`src/sv/pkf_pkg.sv`:
```
// Types, constants and helpers of the pose Kalman filter.
`default_nettype none

package pkf_pkg;

   localparam int DATA_W     = 32;
   localparam int ELAPSED_W  = 48;
   localparam int AXES_MAX   = 3;
   localparam int AXES_DEF   = 3;
   localparam int AXIS_SEL_W = 2;
   localparam int CSR_IDX_W  = 3;
   localparam int GAIN_W     = 17;
   localparam int DVD_W      = 49;
   localparam int DSR_W      = 33;
   localparam int GAIN_BITS  = 17;
   localparam int VEL_BITS   = 32;
   localparam int DIV_CNT_W  = $clog2(VEL_BITS + 1);

   localparam logic [DATA_W-1:0] ONE_Q16 = 32'h0001_0000;

   localparam logic [CSR_IDX_W-1:0] REG_Q_POS_X   = 3'd0;
   localparam logic [CSR_IDX_W-1:0] REG_Q_POS_Y   = 3'd1;
   localparam logic [CSR_IDX_W-1:0] REG_Q_HEADING = 3'd2;
   localparam logic [CSR_IDX_W-1:0] REG_R_POS_X   = 3'd3;
   localparam logic [CSR_IDX_W-1:0] REG_R_POS_Y   = 3'd4;
   localparam logic [CSR_IDX_W-1:0] REG_R_HEADING = 3'd5;
   localparam logic [CSR_IDX_W-1:0] REG_TIME_STEP = 3'd6;

   typedef enum logic [3:0] {
      ST_IDLE,
      ST_PREDICT,
      ST_GAIN,
      ST_GAIN_WAIT,
      ST_CORR_MUL,
      ST_CORR,
      ST_COV_MUL,
      ST_COV,
      ST_VEL,
      ST_VEL_WAIT,
      ST_OUTPUT
   } state_type;

   typedef struct packed {
      logic start;
      logic long_mode;
   } div_cmd_type;

   typedef struct packed {
      logic done;
      logic overflow;
   } div_sts_type;

   function automatic logic signed [DATA_W-1:0] sat_s32(input logic signed [39:0] v);
      logic signed [DATA_W-1:0] r;
      if (v > 40'sh00_7FFF_FFFF) begin
         r = 32'sh7FFF_FFFF;
      end else if (v < -40'sh00_8000_0000) begin
         r = 32'sh8000_0000;
      end else begin
         r = v[DATA_W-1:0];
      end
      return r;
   endfunction

endpackage

`default_nettype wire

```
`src/sv/pkf_divider.sv`:
```
// Shared restoring divider, one quotient bit per cycle, 17 or 32 bit quotient.
`default_nettype none

module pkf_divider (
   input  wire logic                           clock,
   input  wire logic                           reset,
   input  wire pkf_pkg::div_cmd_type           cmd,
   input  wire logic [pkf_pkg::DVD_W-1:0]      dividend,
   input  wire logic [pkf_pkg::DSR_W-1:0]      divisor,
   output pkf_pkg::div_sts_type                sts,
   output logic [pkf_pkg::VEL_BITS-1:0]        quotient
);

   logic [pkf_pkg::DSR_W-1:0]     rem_ff, rem_in;
   logic [pkf_pkg::DSR_W-1:0]     dsr_ff;
   logic [pkf_pkg::VEL_BITS-1:0]  dvd_ff, quo_ff;
   logic [pkf_pkg::DIV_CNT_W-1:0] cnt_ff;
   logic                          busy_ff, done_ff, ovf_ff;
   logic [pkf_pkg::DSR_W:0]       trial, diff;
   logic                          ge;
   logic [pkf_pkg::DSR_W-1:0]     start_rem;

   always_comb begin
      trial  = {rem_ff, dvd_ff[pkf_pkg::VEL_BITS-1]};
      diff   = trial - {1'b0, dsr_ff};
      ge     = (trial >= {1'b0, dsr_ff});
      rem_in = ge ? diff[pkf_pkg::DSR_W-1:0] : trial[pkf_pkg::DSR_W-1:0];
      if (cmd.long_mode) begin
         start_rem = pkf_pkg::DSR_W'(dividend[pkf_pkg::DVD_W-1:pkf_pkg::VEL_BITS]);
      end else begin
         start_rem = pkf_pkg::DSR_W'(dividend[pkf_pkg::DVD_W-1:pkf_pkg::GAIN_BITS]);
      end
   end

   always_ff @(posedge clock) begin
      if (reset) begin
         busy_ff <= 1'b0;
         done_ff <= 1'b0;
         cnt_ff  <= '0;
      end else if (cmd.start) begin
         busy_ff <= 1'b1;
         done_ff <= 1'b0;
         rem_ff  <= start_rem;
         dsr_ff  <= divisor;
         ovf_ff  <= (start_rem >= divisor);
         quo_ff  <= '0;
         if (cmd.long_mode) begin
            dvd_ff <= dividend[pkf_pkg::VEL_BITS-1:0];
            cnt_ff <= pkf_pkg::DIV_CNT_W'(pkf_pkg::VEL_BITS);
         end else begin
            dvd_ff <= {dividend[pkf_pkg::GAIN_BITS-1:0],
                       (pkf_pkg::VEL_BITS - pkf_pkg::GAIN_BITS)'(0)};
            cnt_ff <= pkf_pkg::DIV_CNT_W'(pkf_pkg::GAIN_BITS);
         end
      end else if (busy_ff) begin
         rem_ff <= rem_in;
         dvd_ff <= {dvd_ff[pkf_pkg::VEL_BITS-2:0], 1'b0};
         quo_ff <= {quo_ff[pkf_pkg::VEL_BITS-2:0], ge};
         cnt_ff <= cnt_ff - 1'b1;
         if (cnt_ff == pkf_pkg::DIV_CNT_W'(1)) begin
            busy_ff <= 1'b0;
            done_ff <= 1'b1;
         end
      end else begin
         done_ff <= 1'b0;
      end
   end

   assign sts.done     = done_ff;
   assign sts.overflow = ovf_ff;
   assign quotient     = quo_ff;

endmodule

`default_nettype wire

```
`src/sv/pose_kalman_filter.sv`:
```
// Top level of the three-axis pose Kalman filter with a shared divider and multiplier.
// One request at a time: req_stall stays high from accept until the result
// is loaded into the output register, so no new item is taken before then.
// Reset (synchronous): estimate 0, covariance 1.0, elapsed 0, all registers 1.0.
`default_nettype none

module pose_kalman_filter #(
   parameter int AXES = pkf_pkg::AXES_DEF
) (
   input  wire logic                                clock,
   input  wire logic                                reset,
   input  wire logic                                req_valid,
   output logic                                     req_stall,
   input  wire logic signed [pkf_pkg::DATA_W-1:0]   req_meas_x,
   input  wire logic signed [pkf_pkg::DATA_W-1:0]   req_meas_y,
   input  wire logic signed [pkf_pkg::DATA_W-1:0]   req_meas_heading,
   output logic                                     rsp_valid,
   input  wire logic                                rsp_stall,
   output logic signed [pkf_pkg::DATA_W-1:0]        rsp_est_x,
   output logic signed [pkf_pkg::DATA_W-1:0]        rsp_est_y,
   output logic signed [pkf_pkg::DATA_W-1:0]        rsp_est_heading,
   output logic signed [pkf_pkg::DATA_W-1:0]        rsp_vel_x,
   output logic signed [pkf_pkg::DATA_W-1:0]        rsp_vel_y,
   output logic signed [pkf_pkg::DATA_W-1:0]        rsp_disp_sum,
   output logic [pkf_pkg::ELAPSED_W-1:0]            rsp_elapsed,
   input  wire logic                                csr_we,
   input  wire logic [pkf_pkg::CSR_IDX_W-1:0]       csr_index,
   input  wire logic [pkf_pkg::DATA_W-1:0]          csr_wdata
);

   localparam int AXIS_W = (AXES > 1) ? $clog2(AXES) : 1;
   localparam int DW     = pkf_pkg::DATA_W;

   pkf_pkg::state_type state_ff, state_in;

   logic [DW-1:0]        q_ff [pkf_pkg::AXES_MAX];
   logic [DW-1:0]        r_ff [pkf_pkg::AXES_MAX];
   logic [DW-1:0]        ts_ff;
   logic signed [DW-1:0] z_ff [pkf_pkg::AXES_MAX];
   logic signed [DW-1:0] est_ff [AXES];
   logic [DW-1:0]        cov_ff [AXES];
   logic signed [DW-1:0] pose [pkf_pkg::AXES_MAX];
   logic signed [DW-1:0] old_x_ff, old_y_ff;
   logic [AXIS_W-1:0]    axis_ff;
   logic                 vel_sel_ff;
   logic [DW-1:0]        p_ff;
   logic                 den_zero_ff;
   logic [pkf_pkg::GAIN_W-1:0] k_ff;
   logic signed [51:0]   prod_ff;
   logic signed [DW-1:0] vel_ff [2];
   logic                 vel_neg_ff, vel_zero_ff;
   logic [pkf_pkg::ELAPSED_W-1:0] time_acc_ff;
   logic                 rsp_valid_ff;

   logic accept, ld_p, ld_k, ld_prod, mul_cov, ld_est, ld_cov, ld_vel, ld_rsp;
   logic last_axis;
   pkf_pkg::div_cmd_type div_cmd;
   pkf_pkg::div_sts_type div_sts;
   logic [pkf_pkg::VEL_BITS-1:0] div_quo;
   logic [pkf_pkg::DVD_W-1:0] div_dvd;
   logic [pkf_pkg::DSR_W-1:0] div_dsr;

   logic [pkf_pkg::AXIS_SEL_W-1:0] axis_sel;
   logic [DW:0]          pred_sum;
   logic [DW-1:0]        p_pred;
   logic [DW:0]          den;
   logic signed [DW:0]   diff;
   logic [pkf_pkg::GAIN_W-1:0] k_comp;
   logic signed [17:0]   mul_a;
   logic signed [33:0]   mul_b;
   logic signed [51:0]   product;
   logic signed [51:0]   rounded;
   logic signed [35:0]   corr;
   logic signed [36:0]   est_sum;
   logic signed [DW-1:0] vel_cur, vel_old;
   logic signed [DW:0]   delta;
   logic [DW:0]          mag;
   logic signed [DW-1:0] vel_val;
   logic signed [DW:0]   dx, dy;
   logic signed [DW+1:0] dsum;

   for (genvar g = 0; g < pkf_pkg::AXES_MAX; g++) begin : g_pose
      if (g < AXES) begin : g_on
         assign pose[g] = est_ff[g];
      end else begin : g_off
         assign pose[g] = '0;
      end
   end

   assign axis_sel  = pkf_pkg::AXIS_SEL_W'(axis_ff);
   assign last_axis = (axis_ff == AXIS_W'(AXES - 1));

   // next state
   always_comb begin
      state_in = state_ff;
      unique case (state_ff)
         pkf_pkg::ST_IDLE:      if (accept) state_in = pkf_pkg::ST_PREDICT;
         pkf_pkg::ST_PREDICT:   state_in = pkf_pkg::ST_GAIN;
         pkf_pkg::ST_GAIN:      state_in = pkf_pkg::ST_GAIN_WAIT;
         pkf_pkg::ST_GAIN_WAIT: if (div_sts.done) state_in = pkf_pkg::ST_CORR_MUL;
         pkf_pkg::ST_CORR_MUL:  state_in = pkf_pkg::ST_CORR;
         pkf_pkg::ST_CORR:      state_in = pkf_pkg::ST_COV_MUL;
         pkf_pkg::ST_COV_MUL:   state_in = pkf_pkg::ST_COV;
         pkf_pkg::ST_COV:       state_in = last_axis ? pkf_pkg::ST_VEL : pkf_pkg::ST_PREDICT;
         pkf_pkg::ST_VEL:       state_in = pkf_pkg::ST_VEL_WAIT;
         pkf_pkg::ST_VEL_WAIT: begin
            if (div_sts.done) begin
               state_in = vel_sel_ff ? pkf_pkg::ST_OUTPUT : pkf_pkg::ST_VEL;
            end
         end
         pkf_pkg::ST_OUTPUT:    if (ld_rsp) state_in = pkf_pkg::ST_IDLE;
         default:               state_in = pkf_pkg::ST_IDLE;
      endcase
   end

   // control outputs
   always_comb begin
      req_stall         = reset || (state_ff != pkf_pkg::ST_IDLE);
      accept            = req_valid && !req_stall;
      ld_p              = (state_ff == pkf_pkg::ST_PREDICT);
      div_cmd.start     = (state_ff == pkf_pkg::ST_GAIN) || (state_ff == pkf_pkg::ST_VEL);
      div_cmd.long_mode = (state_ff == pkf_pkg::ST_VEL);
      ld_k              = (state_ff == pkf_pkg::ST_GAIN_WAIT) && div_sts.done;
      ld_prod           = (state_ff == pkf_pkg::ST_CORR_MUL) || (state_ff == pkf_pkg::ST_COV_MUL);
      mul_cov           = (state_ff == pkf_pkg::ST_COV_MUL);
      ld_est            = (state_ff == pkf_pkg::ST_CORR);
      ld_cov            = (state_ff == pkf_pkg::ST_COV);
      ld_vel            = (state_ff == pkf_pkg::ST_VEL_WAIT) && div_sts.done;
      ld_rsp            = (state_ff == pkf_pkg::ST_OUTPUT) && (!rsp_valid_ff || !rsp_stall);
   end

   // datapath
   always_comb begin
      pred_sum = {1'b0, cov_ff[axis_ff]} + {1'b0, q_ff[axis_sel]};
      p_pred   = pred_sum[DW] ? '1 : pred_sum[DW-1:0];
      den      = {1'b0, p_ff} + {1'b0, r_ff[axis_sel]};
      diff     = {z_ff[axis_sel][DW-1], z_ff[axis_sel]} - {est_ff[axis_ff][DW-1], est_ff[axis_ff]};
      k_comp   = pkf_pkg::GAIN_W'(pkf_pkg::ONE_Q16) - k_ff;
      if (mul_cov) begin
         mul_a = {1'b0, k_comp};
         mul_b = {2'b00, p_ff};
      end else begin
         mul_a = {1'b0, k_ff};
         mul_b = {diff[DW], diff};
      end
      product = mul_a * mul_b;
      rounded = prod_ff + 52'sd32768;
      corr    = rounded[51:16];
      est_sum = {{5{est_ff[axis_ff][DW-1]}}, est_ff[axis_ff]} + {corr[35], corr};

      vel_cur = vel_sel_ff ? pose[1] : pose[0];
      vel_old = vel_sel_ff ? old_y_ff : old_x_ff;
      delta   = {vel_cur[DW-1], vel_cur} - {vel_old[DW-1], vel_old};
      mag     = delta[DW] ? (~delta + 1'b1) : delta;
      if (div_cmd.long_mode) begin
         div_dvd = {mag, 16'h0000};
         div_dsr = {1'b0, ts_ff};
      end else begin
         div_dvd = {1'b0, p_ff, 16'h0000};
         div_dsr = den;
      end

      if (vel_zero_ff) begin
         vel_val = '0;
      end else if (div_sts.overflow) begin
         vel_val = vel_neg_ff ? 32'sh8000_0000 : 32'sh7FFF_FFFF;
      end else if (!vel_neg_ff) begin
         vel_val = div_quo[DW-1] ? 32'sh7FFF_FFFF : div_quo;
      end else begin
         vel_val = (div_quo > 32'h8000_0000) ? 32'sh8000_0000 : (~div_quo + 1'b1);
      end

      dx   = {pose[0][DW-1], pose[0]} - {old_x_ff[DW-1], old_x_ff};
      dy   = {pose[1][DW-1], pose[1]} - {old_y_ff[DW-1], old_y_ff};
      dsum = {dx[DW], dx} + {dy[DW], dy};
   end

   pkf_divider u_divider (
      .clock    (clock),
      .reset    (reset),
      .cmd      (div_cmd),
      .dividend (div_dvd),
      .divisor  (div_dsr),
      .sts      (div_sts),
      .quotient (div_quo)
   );

   // control and architectural state
   always_ff @(posedge clock) begin
      if (reset) begin
         state_ff     <= pkf_pkg::ST_IDLE;
         rsp_valid_ff <= 1'b0;
         axis_ff      <= '0;
         vel_sel_ff   <= 1'b0;
         ts_ff        <= pkf_pkg::ONE_Q16;
         time_acc_ff  <= '0;
         for (int i = 0; i < pkf_pkg::AXES_MAX; i++) begin
            q_ff[i] <= pkf_pkg::ONE_Q16;
            r_ff[i] <= pkf_pkg::ONE_Q16;
         end
         for (int i = 0; i < AXES; i++) begin
            est_ff[i] <= '0;
            cov_ff[i] <= pkf_pkg::ONE_Q16;
         end
      end else begin
         state_ff <= state_in;
         if (ld_rsp) begin
            rsp_valid_ff <= 1'b1;
            time_acc_ff  <= time_acc_ff + {16'h0000, ts_ff};
         end else if (!rsp_stall) begin
            rsp_valid_ff <= 1'b0;
         end
         if (csr_we) begin
            unique case (csr_index)
               pkf_pkg::REG_Q_POS_X:   q_ff[0] <= csr_wdata;
               pkf_pkg::REG_Q_POS_Y:   q_ff[1] <= csr_wdata;
               pkf_pkg::REG_Q_HEADING: q_ff[2] <= csr_wdata;
               pkf_pkg::REG_R_POS_X:   r_ff[0] <= csr_wdata;
               pkf_pkg::REG_R_POS_Y:   r_ff[1] <= csr_wdata;
               pkf_pkg::REG_R_HEADING: r_ff[2] <= csr_wdata;
               pkf_pkg::REG_TIME_STEP: ts_ff   <= csr_wdata;
               default: ;
            endcase
         end
         if (accept) begin
            axis_ff    <= '0;
            vel_sel_ff <= 1'b0;
         end
         if (ld_est) begin
            est_ff[axis_ff] <= pkf_pkg::sat_s32({{3{est_sum[36]}}, est_sum});
         end
         if (ld_cov) begin
            cov_ff[axis_ff] <= prod_ff[47:16];
            if (!last_axis) begin
               axis_ff <= axis_ff + 1'b1;
            end
         end
         if (ld_vel) begin
            vel_sel_ff <= 1'b1;
         end
      end
   end

   // working and result registers
   always_ff @(posedge clock) begin
      if (accept) begin
         z_ff[0]  <= req_meas_x;
         z_ff[1]  <= req_meas_y;
         z_ff[2]  <= req_meas_heading;
         old_x_ff <= pose[0];
         old_y_ff <= pose[1];
      end
      if (ld_p) begin
         p_ff <= p_pred;
      end
      if (div_cmd.start && !div_cmd.long_mode) begin
         den_zero_ff <= (den == '0);
      end
      if (div_cmd.start && div_cmd.long_mode) begin
         vel_neg_ff  <= delta[DW];
         vel_zero_ff <= (delta == '0);
      end
      if (ld_k) begin
         k_ff <= den_zero_ff ? '0 : div_quo[pkf_pkg::GAIN_W-1:0];
      end
      if (ld_prod) begin
         prod_ff <= product;
      end
      if (ld_vel) begin
         vel_ff[vel_sel_ff] <= vel_val;
      end
      if (ld_rsp) begin
         rsp_est_x       <= pose[0];
         rsp_est_y       <= pose[1];
         rsp_est_heading <= pose[2];
         rsp_vel_x       <= vel_ff[0];
         rsp_vel_y       <= vel_ff[1];
         rsp_disp_sum    <= pkf_pkg::sat_s32({{6{dsum[DW+1]}}, dsum});
         rsp_elapsed     <= time_acc_ff + {16'h0000, ts_ff};
      end
   end

   assign rsp_valid = rsp_valid_ff;

endmodule

`default_nettype wire

```
`config.mk`:
```
export PLATFORM = sky130hd
export DESIGN_NAME = pose_kalman_filter
export DESIGN_NICKNAME = d
export VERILOG_FILES = /design/src/sv/pkf_pkg.sv /design/src/sv/pkf_divider.sv /design/src/sv/pose_kalman_filter.sv
export SDC_FILE = /design/constraint.sdc
export NUM_CORES = 2
export LEC_CHECK = 0
export ABC_AREA = 1
export BUFFER_PORTS_ARGS = -buffer_cell sky130_fd_sc_hd__buf_4
export CAP_MARGIN = 40
export CORE_ASPECT_RATIO = 0.7
export CORE_MARGIN = 2
export CORE_UTILIZATION = 45
export DETAILED_ROUTE_END_ITERATION = 10
export GPL_ROUTABILITY_DRIVEN = 0
export GPL_TIMING_DRIVEN = 0
export HOLD_SLACK_MARGIN = 0.08
export PLACE_DENSITY = 0.69
export SLEW_MARGIN = 10
export SYNTH_ARGS = -nofsm -noshare
export SYNTH_HDL_FRONTEND = slang
export SYNTH_SLANG_ARGS = --single-unit
```
`constraint.sdc`:
```
create_clock -name clock -period 8.8 [get_ports clock]
set_input_delay 0.44 -clock clock [delete_from_list [all_inputs] [get_ports clock]]
set_output_delay 0.44 -clock clock [all_outputs]
set_load 0.02 [all_outputs]
```
==> reports/qor.txt <==
Die Ht - 370 µm
Final Max Tran Viols - 0
Adder-Cell Fraction of Synth Area - 20.2%
Final Cycle Share - 109%
most frequent cells in the layout - 1991 x nand2_1, 1534 x inv_1, 1116 x edfxtp_1
met1 WL - 118000 µm
Max Cap Viol - 0
fin crit period - 9580 ps
WL final - 296000 µm
vias per cell - 5.68
R2R Path Start - axis_ff[1]
post-layout net count - 11500
DRC errors left - 0
WP data arrival - 10010 ps
dominant cell type by area after synthesis - edfxtp_1
Area Overhead vs Synth - 19.0%
vias in the first global route - 70400
simple-gate share of the synthesized area - 18.0%
register area - 35400 µm²
CTS tree - done
Synth Area in Compound Gates - 9.32%
layout cell share with drive strength beyond 1 - 13.5%
violated checks - setup timing
final hold vios - 0
CTS max path bufs - 3
Core Region - 190000 µm²
Ports - 378
# rows - 134
Filler cells - 16600
GRT Util Overall - 29.3%
Least-Margin Pin Slew - 1060 ps
Yosys top cell area share - 38.9%
routed len/inst - 22.8 µm
metal3 WL - 44500 µm
#FFs+latches synth - 1212
Post-synth EDFFs - 1116
RSZ-0062 raised after global routing - true
f_max - 104 MHz
R2R Setup Slk - -780 ps
routed wl met2 - 121000 µm
Setup CP Type - reg2reg
Finished Layout Cells - 13000
synth top area cells - edfxtp_1 39%, fa_1 14%, nand2_1 9.0%
grt ovf - 0
Skew-Pair Late Insertion Delay - 780 ps
post-synthesis sequential area ratio - 41.1%
most used cell along the critical path - fa_1
final worst slack - -779 ps
H-tree depth - 3
Sink Count - 1212
worst relative slew slack - 29.3%
Worst setup SP type - register
hpwl dp - 234000 µm
vias - 73900
post-synthesis mux area share - 0.0116%
initial cell density of the core - 45.3%
outcome - finished, violations left
Main synth FF type - edfxtp_1
area of the multi-input gates - 46300 µm²
Worst Setup SP - axis_ff[1]
HP Class - in2reg
first-pass GRT wire length - 432000 µm
Iter 0 DRT Violations - 9351
largest net degree at the start of global routing - 110
Worst Setup End Kind - register
Critical Path RT - 9230 ps
final clock skew - 89.2 ps
reg2reg path depth - 44
IO Port Bufs - 377
CTS clk-pin slew, worst paths - 70 ps
Die Width - 527 µm
die area - 195000 µm²
ys async rst share - 0%
TritonCTS Buffers - 116
crit path to - prod_ff[41]
syn_nets - 10700
Post-Syn Area - 86200 µm²
dpl cells - 12500
clock root buffer - clkbuf_16
Antenna Nets Post-Route - 0
DR pass1 iterations - 9
largest family of logic cells by synthesized area - adder cells
mean post-synth cell area - 9.01 µm²
reg2reg end - prod_ff[41]
Post-Synth XOR/XNOR Area - 3.02%
commonest non-fill, non-tap cell in the layout - nand2_1
slowest CP cell - fa_1
Yosys cell types - 71
max incr delay on CP - 590 ps
Gate Count Post-Synth - 9576
initial antenna violation count - 14
Synth warnings - 0
Final Setup Violations - 27
CP Max Fanout - 7
Max Used Layer - met5
sequential cells by signal, indices dropped and copies added (netlist names), 33 cells and up:
name and count:
z_ff 96, u_divider.rem_ff 33, time_acc_ff 48, q_ff 96, cov_ff 128, est_ff 128
rsp_elapsed 48, vel_ff 64, u_divider.dsr_ff 33, r_ff 96, prod_ff 37
final cells by class:
type	instances	share of cell area, %
clock buffer	139	2.95
multi-input combinational	6489	45.2
sequential	1212	34.5
buffer	275	1.47
clock inverter	82	0.888
tap	2516	3.07
antenna	8	0.0195
timing repair buffer	692	5.97
inverter	1597	5.92
stage by stage:
step,utilization (%),instance area (µm²),hold slack [ps],TNS (ps),setup slack [ps]
floorplan,-,86200,400,0,231
global placement,48.4,92200,403,-874320,-3450
detailed placement,49.0,93300,405,-98010,-3260
CTS,53.3,101000,82.7,-577,-100
global route,53.9,103000,155,-13830,-814
finish,53.9,103000,163,-10270,-779
worst min-delay path by stage:
stage / from / to / slack (ps) / cells after the start
after floorplan: vel_ff[0][0] / rsp_vel_x[0] / 400 / 0
after global placement: vel_ff[0][10] / rsp_vel_x[10] / 400 / 0
after detailed placement: vel_ff[0][11] / rsp_vel_x[11] / 400 / 0
after CTS: csr_wdata[7] / ts_ff[7] / 80 / 3
after global routing: csr_wdata[7] / ts_ff[7] / 160 / 3
final: csr_wdata[7] / ts_ff[7] / 160 / 3
logic make-up (layout without fill, tap and decap cells):
kind of cell	count (synthesis)	count (layout)
fa+ha+maj	1029	1029
other cells	1	9
mux	1	1
simple gates	3766	3766
flops	1212	1212
compound gates	1398	1398
buf+inv	1875	2785
xor+xnor	294	294
metal layers:
metal  up-vias  track usage (%)
met1     35500             41.1
met3       695             10.8
met2      4839             41.4
met5         -            0.170
li1      32800                -
met4         8             10.5
what timing repair did:
item,in CTS,in global routing
buffers inserted,91,40
pin swaps,155,115
hold buffers,124,0
endpoints found under the hold margin,130,0
resized for setup,531,223
endpoints found under the setup margin,37,37
critical path: cells and delay by family, from the launching register on:
kind                     cells  cell delay [ps]
buffers and inverters       13             1650
adder cells (fa/ha/maj)      9             4080
flip-flops                   1              360
AND/OR/NAND/NOR             10             1020
AO/OA/AOI/OAI               10             1710
XOR/XNOR                     2              380
synthesized netlist by cell type, types with 67 or more instances:
library cell,count
nor2_1,942
nand3_1,406
nand2_1,2073
edfxtp_1,1116
xor2_1,203
a21oi_1,594
dfxtp_1,96
nor3_1,85
inv_1,1573
ha_1,419
nand4_1,67
clkbuf_1,185
fa_1,610
o21ai_0,395
xnor2_1,87
a22oi_1,99
Power is not shown: default switching activity piles up to over one toggle a cycle in this logic, so the estimate is an artifact.
